[config.mk]
export PLATFORM = sky130hd
export DESIGN_NAME = size_class_buffer_allocator_flat
export DESIGN_NICKNAME = d
export VERILOG_FILES = /design/src/hw/rtl/sca_pkg.sv /design/src/hw/rtl/sca_if.sv /design/src/hw/rtl/sca_ram.sv /design/src/hw/rtl/size_class_buffer_allocator.sv /design/src/flat_wrapper.sv
export SDC_FILE = /design/constraint.sdc
export NUM_CORES = 1
export LEC_CHECK = 0
export ABC_AREA = 1
export BUFFER_PORTS_ARGS = -buffer_cell sky130_fd_sc_hd__clkbuf_2
export CAP_MARGIN = 5
export CORE_MARGIN = 2
export CORE_UTILIZATION = 62
export CTS_CLUSTER_DIAMETER = 100
export CTS_CLUSTER_SIZE = 25
export DETAILED_ROUTE_END_ITERATION = 7
export GPL_TIMING_DRIVEN = 0
export PLACE_DENSITY = 0.8
export SYNTH_ARGS = -nofsm -noshare
export SYNTH_HDL_FRONTEND = slang
export SYNTH_HIERARCHICAL = 1
export SYNTH_SLANG_ARGS = --single-unit
export TNS_END_PERCENT = 30
[constraint.sdc]
create_clock -name clock -period 6.7 [get_ports clock]
set_input_delay 0.335 -clock clock [delete_from_list [all_inputs] [get_ports clock]]
set_output_delay 0.335 -clock clock [all_outputs]
set_load 0.02 [all_outputs]
[src/hw/rtl/sca_pkg.sv]
// ----------------------------------------------------------------------------
// Size class buffer allocator package
// Shared constants, codes and a helper function of the buffer allocator.
// ----------------------------------------------------------------------------
package sca_pkg;

   localparam int MAX_BUFFERS_DEFAULT = 128;
   localparam int CLASS_COUNT         = 3;
   localparam int HANDLE_W_DEFAULT    = $clog2(CLASS_COUNT * MAX_BUFFERS_DEFAULT);
   localparam int WORD_W              = 32;
   localparam int BIT_W               = $clog2(WORD_W);

   localparam int OP_W     = 1;
   localparam int SIZE_W   = 16;
   localparam int STATUS_W = 2;
   localparam int CLASS_W  = 2;
   localparam int BYTES_W  = 13;
   localparam int TOTAL_W  = 32;
   localparam int COUNT_W  = 8;
   localparam int REG_IDX_W = 2;

   localparam logic [OP_W-1:0] OP_ALLOC = 1'b0;
   localparam logic [OP_W-1:0] OP_FREE  = 1'b1;

   localparam logic [STATUS_W-1:0] ST_OK         = 2'd0;
   localparam logic [STATUS_W-1:0] ST_EXHAUSTED  = 2'd1;
   localparam logic [STATUS_W-1:0] ST_OVERSIZE   = 2'd2;
   localparam logic [STATUS_W-1:0] ST_BAD_HANDLE = 2'd3;

   localparam logic [CLASS_W-1:0] CLS_SMALL  = 2'd0;
   localparam logic [CLASS_W-1:0] CLS_MEDIUM = 2'd1;
   localparam logic [CLASS_W-1:0] CLS_LARGE  = 2'd2;

   localparam logic [REG_IDX_W-1:0] REG_SMALL_COUNT  = 2'd0;
   localparam logic [REG_IDX_W-1:0] REG_MEDIUM_COUNT = 2'd1;
   localparam logic [REG_IDX_W-1:0] REG_LARGE_COUNT  = 2'd2;

   localparam logic [COUNT_W-1:0] SMALL_COUNT_RESET  = 8'd100;
   localparam logic [COUNT_W-1:0] MEDIUM_COUNT_RESET = 8'd50;
   localparam logic [COUNT_W-1:0] LARGE_COUNT_RESET  = 8'd10;

   localparam logic [SIZE_W-1:0] SMALL_BYTES  = 16'd128;
   localparam logic [SIZE_W-1:0] MEDIUM_BYTES = 16'd1024;
   localparam logic [SIZE_W-1:0] LARGE_BYTES  = 16'd4096;

   function automatic logic [BYTES_W-1:0] class_bytes(input logic [CLASS_W-1:0] cls);
      logic [BYTES_W-1:0] bytes;
      case (cls)
         CLS_SMALL:  bytes = BYTES_W'(SMALL_BYTES);
         CLS_MEDIUM: bytes = BYTES_W'(MEDIUM_BYTES);
         CLS_LARGE:  bytes = BYTES_W'(LARGE_BYTES);
         default:    bytes = '0;
      endcase
      return bytes;
   endfunction

endpackage

[src/hw/rtl/sca_if.sv]
// ----------------------------------------------------------------------------
// Size class buffer allocator channels
// Request and response channels with a valid/ready transfer handshake.
// ----------------------------------------------------------------------------
interface sca_req_if #(
   parameter int HANDLE_W = sca_pkg::HANDLE_W_DEFAULT
);
   import sca_pkg::*;

   logic                valid;
   logic                ready;
   logic [OP_W-1:0]     operation;
   logic [SIZE_W-1:0]   request_size;
   logic [HANDLE_W-1:0] free_handle;

   modport source (output valid, operation, request_size, free_handle, input ready);
   modport sink   (input valid, operation, request_size, free_handle, output ready);
endinterface

interface sca_rsp_if #(
   parameter int HANDLE_W = sca_pkg::HANDLE_W_DEFAULT
);
   import sca_pkg::*;

   logic                valid;
   logic                ready;
   logic [STATUS_W-1:0] status;
   logic [HANDLE_W-1:0] granted_handle;
   logic [CLASS_W-1:0]  granted_class;
   logic [BYTES_W-1:0]  buffer_bytes;
   logic [TOTAL_W-1:0]  alloc_total;
   logic [TOTAL_W-1:0]  free_total;

   modport source (output valid, status, granted_handle, granted_class, buffer_bytes,
                   alloc_total, free_total, input ready);
   modport sink   (input valid, status, granted_handle, granted_class, buffer_bytes,
                   alloc_total, free_total, output ready);
endinterface

[src/hw/rtl/sca_ram.sv]
// ----------------------------------------------------------------------------
// Size class buffer allocator RAM
// Simple dual-port RAM with one write port and one registered read port.
// ----------------------------------------------------------------------------
module sca_ram #(
   parameter int WIDTH = 32,
   parameter int DEPTH = 12
) (
   input  logic                     clock,
   input  logic                     wr_en,
   input  logic [$clog2(DEPTH)-1:0] wr_addr,
   input  logic [WIDTH-1:0]         wr_data,
   input  logic [$clog2(DEPTH)-1:0] rd_addr,
   output logic [WIDTH-1:0]         rd_data
);

   logic [WIDTH-1:0] mem [DEPTH];

   always_ff @(posedge clock) begin
      if (wr_en) begin
         mem[wr_addr] <= wr_data;
      end
      rd_data <= mem[rd_addr];
   end

endmodule

[src/hw/rtl/size_class_buffer_allocator.sv]
// ----------------------------------------------------------------------------
// Size class buffer allocator
// Allocates and frees buffers from three fixed-size pools and reports handles.
// ----------------------------------------------------------------------------
// The use marks of all buffers live in one RAM of 32-bit words, each class
// taking its own run of words, and a per-word valid flag makes every buffer
// free right after reset with no clearing pass. One item is handled at a
// time. An allocate scans the words of its class one per cycle through the
// single RAM read port and stops at the first word that holds a free buffer
// or at the last word of the effective count. A free reads its word and then
// writes it back with its mark cleared; an oversize request, a bad handle or
// an empty class goes straight to the finish state. A finished result sits
// in the response register while the next request is accepted.
module size_class_buffer_allocator #(
   parameter int MAX_BUFFERS_PER_CLASS = sca_pkg::MAX_BUFFERS_DEFAULT
) (
   input  logic                          clock,
   input  logic                          reset,
   sca_req_if.sink                       req_if,
   sca_rsp_if.source                     rsp_if,
   input  logic                          csr_wr_en,
   input  logic [sca_pkg::REG_IDX_W-1:0] csr_index,
   input  logic [sca_pkg::COUNT_W-1:0]   csr_wdata
);
   import sca_pkg::*;

   localparam int HANDLE_W = $clog2(CLASS_COUNT * MAX_BUFFERS_PER_CLASS);
   localparam int WPC      = (MAX_BUFFERS_PER_CLASS + WORD_W - 1) / WORD_W;
   localparam int ROWS     = CLASS_COUNT * WPC;
   localparam int ROW_W    = $clog2(ROWS);
   localparam int WW       = $clog2(WPC + 1);
   localparam logic [15:0] MAXB16 = 16'(MAX_BUFFERS_PER_CLASS);

   localparam logic [1:0] S_IDLE   = 2'd0;
   localparam logic [1:0] S_SCAN   = 2'd1;
   localparam logic [1:0] S_FREE   = 2'd2;
   localparam logic [1:0] S_FINISH = 2'd3;

   function automatic logic [15:0] effective(input logic [COUNT_W-1:0] cnt);
      logic [15:0] wide;
      wide = 16'(cnt);
      return (wide > MAXB16) ? MAXB16 : wide;
   endfunction

   function automatic logic [ROW_W-1:0] base_row(input logic [CLASS_W-1:0] cls);
      return ROW_W'(32'(cls) * WPC);
   endfunction

   logic [1:0]          state_ff, state_in;
   logic [COUNT_W-1:0]  count_ff [CLASS_COUNT];
   logic [ROWS-1:0]     row_valid_ff, row_valid_in;
   logic [TOTAL_W-1:0]  alloc_ff, alloc_in;
   logic [TOTAL_W-1:0]  free_ff, free_in;
   logic                rsp_valid_ff, rsp_valid_in;

   logic [CLASS_W-1:0]  cls_ff, cls_in;
   logic [15:0]         eff_ff, eff_in;
   logic [WW-1:0]       word_ff, word_in;
   logic [ROW_W-1:0]    row_ff, row_in;
   logic [BIT_W-1:0]    bit_ff, bit_in;

   logic [STATUS_W-1:0] res_status_ff, res_status_in;
   logic [HANDLE_W-1:0] res_handle_ff, res_handle_in;
   logic [CLASS_W-1:0]  res_class_ff, res_class_in;
   logic [BYTES_W-1:0]  res_bytes_ff, res_bytes_in;

   logic [STATUS_W-1:0] rsp_status_ff;
   logic [HANDLE_W-1:0] rsp_handle_ff;
   logic [CLASS_W-1:0]  rsp_class_ff;
   logic [BYTES_W-1:0]  rsp_bytes_ff;
   logic [TOTAL_W-1:0]  rsp_alloc_ff;
   logic [TOTAL_W-1:0]  rsp_free_ff;

   logic                req_xfer, rsp_load;
   logic                oversize, bad_handle;
   logic [CLASS_W-1:0]  alloc_cls, free_cls, sel_cls;
   logic [15:0]         handle16, free_idx, sel_eff;
   logic [ROW_W-1:0]    idle_row, rd_addr;
   logic                wr_en;
   logic [WORD_W-1:0]   wr_data, rd_data, cur_word, avail_mask, free_bits;
   logic [15:0]         remaining;
   logic                found;
   logic [BIT_W-1:0]    first_bit;

   sca_ram #(
      .WIDTH (WORD_W),
      .DEPTH (ROWS)
   ) u_mark_ram (
      .clock   (clock),
      .wr_en   (wr_en),
      .wr_addr (row_ff),
      .wr_data (wr_data),
      .rd_addr (rd_addr),
      .rd_data (rd_data)
   );

   assign req_if.ready = (state_ff == S_IDLE) && !reset;
   assign req_xfer     = req_if.valid && req_if.ready;
   assign rsp_load     = (state_ff == S_FINISH) && (!rsp_valid_ff || rsp_if.ready);

   always_comb begin
      oversize = req_if.request_size > LARGE_BYTES;
      if (req_if.request_size <= SMALL_BYTES) begin
         alloc_cls = CLS_SMALL;
      end else if (req_if.request_size <= MEDIUM_BYTES) begin
         alloc_cls = CLS_MEDIUM;
      end else begin
         alloc_cls = CLS_LARGE;
      end

      handle16   = 16'(req_if.free_handle);
      bad_handle = 1'b0;
      if (handle16 < MAXB16) begin
         free_cls = CLS_SMALL;
         free_idx = handle16;
      end else if (handle16 < 16'(2 * MAX_BUFFERS_PER_CLASS)) begin
         free_cls = CLS_MEDIUM;
         free_idx = handle16 - MAXB16;
      end else if (handle16 < 16'(3 * MAX_BUFFERS_PER_CLASS)) begin
         free_cls = CLS_LARGE;
         free_idx = handle16 - 16'(2 * MAX_BUFFERS_PER_CLASS);
      end else begin
         free_cls   = CLS_SMALL;
         free_idx   = '0;
         bad_handle = 1'b1;
      end

      sel_cls = (req_if.operation == OP_ALLOC) ? alloc_cls : free_cls;
      case (sel_cls)
         CLS_SMALL:  sel_eff = effective(count_ff[0]);
         CLS_MEDIUM: sel_eff = effective(count_ff[1]);
         CLS_LARGE:  sel_eff = effective(count_ff[2]);
         default:    sel_eff = '0;
      endcase
      if (free_idx >= sel_eff) begin
         bad_handle = 1'b1;
      end

      if (req_if.operation == OP_ALLOC) begin
         idle_row = base_row(alloc_cls);
      end else begin
         idle_row = base_row(free_cls) + ROW_W'(free_idx >> BIT_W);
      end
   end

   always_comb begin
      cur_word  = row_valid_ff[row_ff] ? rd_data : '0;
      remaining = eff_ff - (16'(word_ff) << BIT_W);
      if (remaining >= 16'(WORD_W)) begin
         avail_mask = '1;
      end else begin
         avail_mask = (WORD_W'(1) << remaining[BIT_W-1:0]) - WORD_W'(1);
      end
      free_bits = ~cur_word & avail_mask;
      found     = |free_bits;
      first_bit = '0;
      for (int i = WORD_W - 1; i >= 0; i--) begin
         if (free_bits[i]) begin
            first_bit = BIT_W'(i);
         end
      end
   end

   always_comb begin
      case (state_ff)
         S_IDLE:  rd_addr = idle_row;
         S_SCAN:  rd_addr = row_ff + ROW_W'(1);
         default: rd_addr = row_ff;
      endcase
   end

   always_comb begin
      state_in      = state_ff;
      row_valid_in  = row_valid_ff;
      alloc_in      = alloc_ff;
      free_in       = free_ff;
      rsp_valid_in  = rsp_valid_ff;
      cls_in        = cls_ff;
      eff_in        = eff_ff;
      word_in       = word_ff;
      row_in        = row_ff;
      bit_in        = bit_ff;
      res_status_in = res_status_ff;
      res_handle_in = res_handle_ff;
      res_class_in  = res_class_ff;
      res_bytes_in  = res_bytes_ff;
      wr_en         = 1'b0;
      wr_data       = cur_word;

      if (rsp_if.valid && rsp_if.ready) begin
         rsp_valid_in = 1'b0;
      end

      case (state_ff)
         S_IDLE: begin
            if (req_xfer) begin
               res_status_in = ST_OK;
               res_handle_in = '0;
               res_class_in  = CLS_SMALL;
               res_bytes_in  = '0;
               cls_in        = sel_cls;
               eff_in        = sel_eff;
               word_in       = '0;
               row_in        = idle_row;
               bit_in        = free_idx[BIT_W-1:0];
               if (req_if.operation == OP_ALLOC) begin
                  if (oversize) begin
                     res_status_in = ST_OVERSIZE;
                     alloc_in      = alloc_ff + TOTAL_W'(1);
                     state_in      = S_FINISH;
                  end else if (sel_eff == '0) begin
                     res_status_in = ST_EXHAUSTED;
                     res_class_in  = alloc_cls;
                     state_in      = S_FINISH;
                  end else begin
                     state_in = S_SCAN;
                  end
               end else begin
                  free_in = free_ff + TOTAL_W'(1);
                  if (bad_handle) begin
                     res_status_in = ST_BAD_HANDLE;
                     state_in      = S_FINISH;
                  end else begin
                     state_in = S_FREE;
                  end
               end
            end
         end
         S_SCAN: begin
            if (found) begin
               wr_en                = 1'b1;
               wr_data              = cur_word | (WORD_W'(1) << first_bit);
               row_valid_in[row_ff] = 1'b1;
               alloc_in             = alloc_ff + TOTAL_W'(1);
               res_handle_in        = HANDLE_W'(16'(cls_ff) * MAXB16
                                      + (16'(word_ff) << BIT_W) + 16'(first_bit));
               res_class_in         = cls_ff;
               res_bytes_in         = class_bytes(cls_ff);
               state_in             = S_FINISH;
            end else if (remaining > 16'(WORD_W)) begin
               word_in = word_ff + WW'(1);
               row_in  = row_ff + ROW_W'(1);
            end else begin
               res_status_in = ST_EXHAUSTED;
               res_class_in  = cls_ff;
               state_in      = S_FINISH;
            end
         end
         S_FREE: begin
            wr_en                = 1'b1;
            wr_data              = cur_word & ~(WORD_W'(1) << bit_ff);
            row_valid_in[row_ff] = 1'b1;
            state_in             = S_FINISH;
         end
         S_FINISH: begin
            if (rsp_load) begin
               rsp_valid_in = 1'b1;
               state_in     = S_IDLE;
            end
         end
         default: begin
            state_in = S_IDLE;
         end
      endcase
   end

   always_ff @(posedge clock) begin
      if (reset) begin
         state_ff     <= S_IDLE;
         row_valid_ff <= '0;
         alloc_ff     <= '0;
         free_ff      <= '0;
         rsp_valid_ff <= 1'b0;
         count_ff[0]  <= SMALL_COUNT_RESET;
         count_ff[1]  <= MEDIUM_COUNT_RESET;
         count_ff[2]  <= LARGE_COUNT_RESET;
      end else begin
         state_ff     <= state_in;
         row_valid_ff <= row_valid_in;
         alloc_ff     <= alloc_in;
         free_ff      <= free_in;
         rsp_valid_ff <= rsp_valid_in;
         if (csr_wr_en) begin
            case (csr_index)
               REG_SMALL_COUNT:  count_ff[0] <= csr_wdata;
               REG_MEDIUM_COUNT: count_ff[1] <= csr_wdata;
               REG_LARGE_COUNT:  count_ff[2] <= csr_wdata;
               default: begin
               end
            endcase
         end
      end
   end

   always_ff @(posedge clock) begin
      cls_ff        <= cls_in;
      eff_ff        <= eff_in;
      word_ff       <= word_in;
      row_ff        <= row_in;
      bit_ff        <= bit_in;
      res_status_ff <= res_status_in;
      res_handle_ff <= res_handle_in;
      res_class_ff  <= res_class_in;
      res_bytes_ff  <= res_bytes_in;
      if (rsp_load) begin
         rsp_status_ff <= res_status_ff;
         rsp_handle_ff <= res_handle_ff;
         rsp_class_ff  <= res_class_ff;
         rsp_bytes_ff  <= res_bytes_ff;
         rsp_alloc_ff  <= alloc_ff;
         rsp_free_ff   <= free_ff;
      end
   end

   assign rsp_if.valid          = rsp_valid_ff;
   assign rsp_if.status         = rsp_status_ff;
   assign rsp_if.granted_handle = rsp_handle_ff;
   assign rsp_if.granted_class  = rsp_class_ff;
   assign rsp_if.buffer_bytes   = rsp_bytes_ff;
   assign rsp_if.alloc_total    = rsp_alloc_ff;
   assign rsp_if.free_total     = rsp_free_ff;

endmodule

[src/flat_wrapper.sv]
// flat-port wrapper written by rule: the top's interface ports become plain ports
module size_class_buffer_allocator_flat import sca_pkg::*;
#(
   parameter int MAX_BUFFERS_PER_CLASS = sca_pkg::MAX_BUFFERS_DEFAULT
)
  (clock, reset, csr_wr_en, csr_index, csr_wdata, req_if_valid, req_if_operation, req_if_request_size, req_if_free_handle, req_if_ready, rsp_if_valid, rsp_if_status, rsp_if_granted_handle, rsp_if_granted_class, rsp_if_buffer_bytes, rsp_if_alloc_total, rsp_if_free_total, rsp_if_ready);
  sca_req_if req_if_i ();
  sca_rsp_if rsp_if_i ();
  input  logic clock;
  input  logic reset;
  input  logic csr_wr_en;
  input  logic [sca_pkg::REG_IDX_W-1:0] csr_index;
  input  logic [sca_pkg::COUNT_W-1:0] csr_wdata;
  input wire logic [$bits(req_if_i.valid)-1:0] req_if_valid;
  input wire logic [$bits(req_if_i.operation)-1:0] req_if_operation;
  input wire logic [$bits(req_if_i.request_size)-1:0] req_if_request_size;
  input wire logic [$bits(req_if_i.free_handle)-1:0] req_if_free_handle;
  output wire logic [$bits(req_if_i.ready)-1:0] req_if_ready;
  output wire logic [$bits(rsp_if_i.valid)-1:0] rsp_if_valid;
  output wire logic [$bits(rsp_if_i.status)-1:0] rsp_if_status;
  output wire logic [$bits(rsp_if_i.granted_handle)-1:0] rsp_if_granted_handle;
  output wire logic [$bits(rsp_if_i.granted_class)-1:0] rsp_if_granted_class;
  output wire logic [$bits(rsp_if_i.buffer_bytes)-1:0] rsp_if_buffer_bytes;
  output wire logic [$bits(rsp_if_i.alloc_total)-1:0] rsp_if_alloc_total;
  output wire logic [$bits(rsp_if_i.free_total)-1:0] rsp_if_free_total;
  input wire logic [$bits(rsp_if_i.ready)-1:0] rsp_if_ready;
  assign req_if_i.valid = req_if_valid;
  assign req_if_i.operation = req_if_operation;
  assign req_if_i.request_size = req_if_request_size;
  assign req_if_i.free_handle = req_if_free_handle;
  assign req_if_ready = req_if_i.ready;
  assign rsp_if_valid = rsp_if_i.valid;
  assign rsp_if_status = rsp_if_i.status;
  assign rsp_if_granted_handle = rsp_if_i.granted_handle;
  assign rsp_if_granted_class = rsp_if_i.granted_class;
  assign rsp_if_buffer_bytes = rsp_if_i.buffer_bytes;
  assign rsp_if_alloc_total = rsp_if_i.alloc_total;
  assign rsp_if_free_total = rsp_if_i.free_total;
  assign rsp_if_i.ready = rsp_if_ready;
  size_class_buffer_allocator #(.MAX_BUFFERS_PER_CLASS(MAX_BUFFERS_PER_CLASS)) u_core (.clock(clock), .reset(reset), .req_if(req_if_i), .rsp_if(rsp_if_i), .csr_wr_en(csr_wr_en), .csr_index(csr_index), .csr_wdata(csr_wdata));
endmodule
==> qor.csv <==
metric,value,unit
first-pass GRT wire length,117.0,mm
overall power consumption,13.14,mW
Vias,22180,
"commonest non-fill, non-tap cell in the layout",nand2_1,
startpoint of the lowest-slack hold path,csr_wdata[6],
Slew @ Worst Pin,0.9916,ns
Clock Skew,0.02437,ns
number of vias per cell after detailed routing,5.894,
number of placement rows,79,
Post CTS Setup Buffer Count,0,
IR Drop Worst-Case VDD,0.2561,mV
Placed Instances,3707,
total negative slack for setup checks,0,ns
power per standard cell area,412.2,mW/mm2
CP required,7.03,ns
total wire length,77.97,mm
proportion of layout cells with a drive suffix above 1,0.1131,
n_diodes,0,
headroom to the max-slew limit,0.3376,
Max Clk Rate,161.5,MHz
maximum buffer depth of the clock tree,3,
worst reg2reg endpoint,u_core/u_mark_ram/mem[10][10],
Worst Setup End Kind,flip-flop,
overall die width,220.0,um
proportion of register bits with asynchronous set or reset after synthesis,0,
"Clk Latency, worst-skew pair",0.63,ns
fin nets,3202,
initial antenna violation count,0,
cts bufs inserted,29,
cell repeated most along the worst path,nand2_1,
final instance area,0.03188,mm2
worst hold path depth,3,
Area Overhead vs Synth,10.16,%
Routed wire per std cell,20.71,um
"EDFF count, synth",526,
initial cell density of the core,0.6242,
dominant synthesized flop cell,edfxtp_1,
Static Leakage,12.86,nW
height of the die,220.0,um
largest net degree at the start of global routing,43,
final max-slew violation count,0,
total iterations of the first detailed-routing run,6,
IO Count,133,
full die area,0.04842,mm2
Hold Path Class,in -> reg,
"Distinct cells, synth",64,
number of input and output port buffers inserted,121,
time the worst path needs with I/O delays and setup,6.194,ns
final standard cell utilization of the core,0.6876,
Worst Setup Start Kind,flip-flop,
part of the Yosys area used for sequential elements,0.6226,
"Avg Cell Area, Syn",9.803,um2
final hold violation count,0,
final cell count without fillers,3764,
outcome,"finished, final reports clean",
global router's overall resource usage,0.3198,
vias in the first global route,20720,
HPWL after DPL,56.68,mm
Worst Hold Endpoint,u_core/count_ff[0][6],
Syn Inst Count,2952,
"slowest stage cell, crit path",o21bai_2,
data arrival at the endpoint of the critical path,6.53,ns
slowest cell delay on critical path,0.58,ns
initial DRC count,3075,
combined area of all synthesized cells,0.02894,mm2
Critical R2R Launch,u_core/word_ff[0],
biggest fanout along the worst timing path,12,
H-Tree Level Count,1,
count of max-cap constraint violations,0,
setup violators final,0,
Worst-path clk slew,0.10,ns
routability congestion estimate,0.9946,
depth of the most critical reg-to-reg path,42,
clock root buffer master,clkbuf_16,
Core Footprint,0.04636,mm2
TritonCTS Sinks,637,
Yosys warning count,6,
number of flip-flops and latches in the synthesized netlist,637,
critical path class,reg -> reg,
final period utilization,0.9245,
most frequent cells in the layout,"nand2_1 (674), edfxtp_1 (526), inv_1 (404), nand3_1 (274), nor2_1 (196)",
area of placed instances,0.03079,mm2
reg2reg setup slack,0.51,ns
count of nets left with antenna violations after detail routing,0,
GR Overflow Total,0,
clock tree from TritonCTS,yes,
remaining routing DRC violations,0,
[power by group]
part           switching (mW)  leakage, nW  internal [mW]
Sequential              0.185         5.74           5.02
Clock                    1.20        0.406          0.847
Combinational            4.29         6.71           1.60
[state kept, by name, summed over array words and instances, names as in the netlist]
signal                        count
u_core/state_ff                   2
u_core/res_handle_ff              9
u_core/rsp_if.granted_class       2
u_core/cls_ff                     2
u_core/bit_ff                     5
u_core/rsp_if.alloc_total        32
u_core/res_class_ff               2
u_core/rsp_if.granted_handle      9
u_core/eff_ff                     8
u_core/free_ff                   32
u_core/alloc_ff                  32
u_core/u_mark_ram/rd_data        32
u_core/res_status_ff              2
u_core/u_mark_ram/mem           384
u_core/row_valid_ff              12
u_core/rsp_if.status              2
u_core/rsp_if.free_total         32
u_core/rsp_if.valid               1
u_core/res_bytes_ff               3
u_core/row_ff                     4
u_core/rsp_if.buffer_bytes        3
u_core/count_ff                  24
u_core/word_ff                    3
[metrics by stage]
stage | setup slack (ns) | hold WS, ns
2_1_floorplan | 1.625 | 0.4003
3_3_place_gp | -0.3469 | 0.4036
3_5_place_dp | 0.02843 | 0.4084
4_1_cts | 0.01814 | 0.003449
5_1_grt | -0.008257 | 0.02233
6_report | 0.5061 | 0.01761
[logic make-up after synthesis]
logic type	after synthesis	share of synthesized area
XOR/XNOR	11	0.003589
other	1	0.0001296
buffers and inverters	553	0.08189
AO/OA/AOI/OAI	395	0.07506
flip-flops	637	0.6226
AND/OR/NAND/NOR	1328	0.2045
adder cells (fa/ha/maj)	27	0.01219
[layer usage]
metal | GRT usage | part of all wire | vias up
met1 | 0.4366 | 0.39 | 10490
met2 | 0.5168 | 0.46 | 1285
met5 | 0 | 0 | -
li1 | - | - | 10230
met4 | 0.1201 | 0.037 | 0
met3 | 0.05424 | 0.11 | 180
[final cells by class]
class                   instances  area, um2
fillers                      3414      14480
repair buffers                142      993.5
inverters                     422       1603
plain buffers                 130      767.0
well taps                     607      759.5
multi-input cells            1772       8885
clock inverters                 2      31.28
clock buffers                  52      822.0
flip-flops and latches        637      18020
[worst max-delay path, delay by kind of cell (launching register included)]
| family | cells | cell delay [ns] |
|---|---|---|
| AO/OA/AOI/OAI | 1 | 0.58 |
| adder cells (fa/ha/maj) | 3 | 1.03 |
| buffers and inverters | 4 | 0.85 |
| flip-flops | 1 | 0.47 |
| AND/OR/NAND/NOR | 34 | 2.98 |
[Yosys cell counts, types with 6 or more instances]
cell | count | area (um2)
a21oi_1 | 129 | 645.6
buf_1 | 9 | 33.78
buf_2 | 31 | 155.2
buf_4 | 22 | 165.2
buf_6 | 21 | 236.5
clkbuf_1 | 48 | 180.2
dfxtp_1 | 111 | 2222
edfxtp_1 | 526 | 15800
ha_1 | 25 | 312.8
inv_1 | 405 | 1520
inv_2 | 11 | 41.29
nand2_1 | 674 | 2530
nand2_2 | 6 | 37.54
nand3_1 | 274 | 1371
nand4_1 | 46 | 287.8
nor2_1 | 209 | 784.5
nor2_2 | 12 | 75.07
nor2_4 | 7 | 78.83
nor3_1 | 37 | 185.2
nor3b_1 | 7 | 52.55
nor4_1 | 17 | 106.4
o21a_1 | 14 | 105.1
o21ai_0 | 162 | 810.8
o21ai_1 | 32 | 160.2
o21bai_1 | 10 | 75.07
o22ai_1 | 7 | 43.79
[worst max-delay path by stage]
stage / slack, ns / to / cells after the start / start
after global routing: -0.008 / u_core/u_mark_ram/mem[9][4] / 44 / u_core/word_ff[0]
after floorplan: 1.62 / u_core/u_mark_ram/mem[0][9] / 43 / u_core/word_ff[0]
after detailed placement: 0.03 / u_core/u_mark_ram/mem[3][12] / 43 / u_core/word_ff[0]
after global placement: -0.35 / u_core/u_mark_ram/mem[2][21] / 20 / u_core/word_ff[0]
final: 0.51 / u_core/u_mark_ram/mem[10][10] / 42 / u_core/word_ff[0]
after CTS: 0.02 / u_core/u_mark_ram/mem[10][23] / 43 / u_core/word_ff[0]
[repair_timing]
action / in CTS / in global routing
setup endpoints to repair: 12 / 344
hold buffers: 3 / 0
hold endpoints to repair: 3 / 0
resized for setup: 1 / 33
No activity file was read; power rests on OpenSTA's default activity.
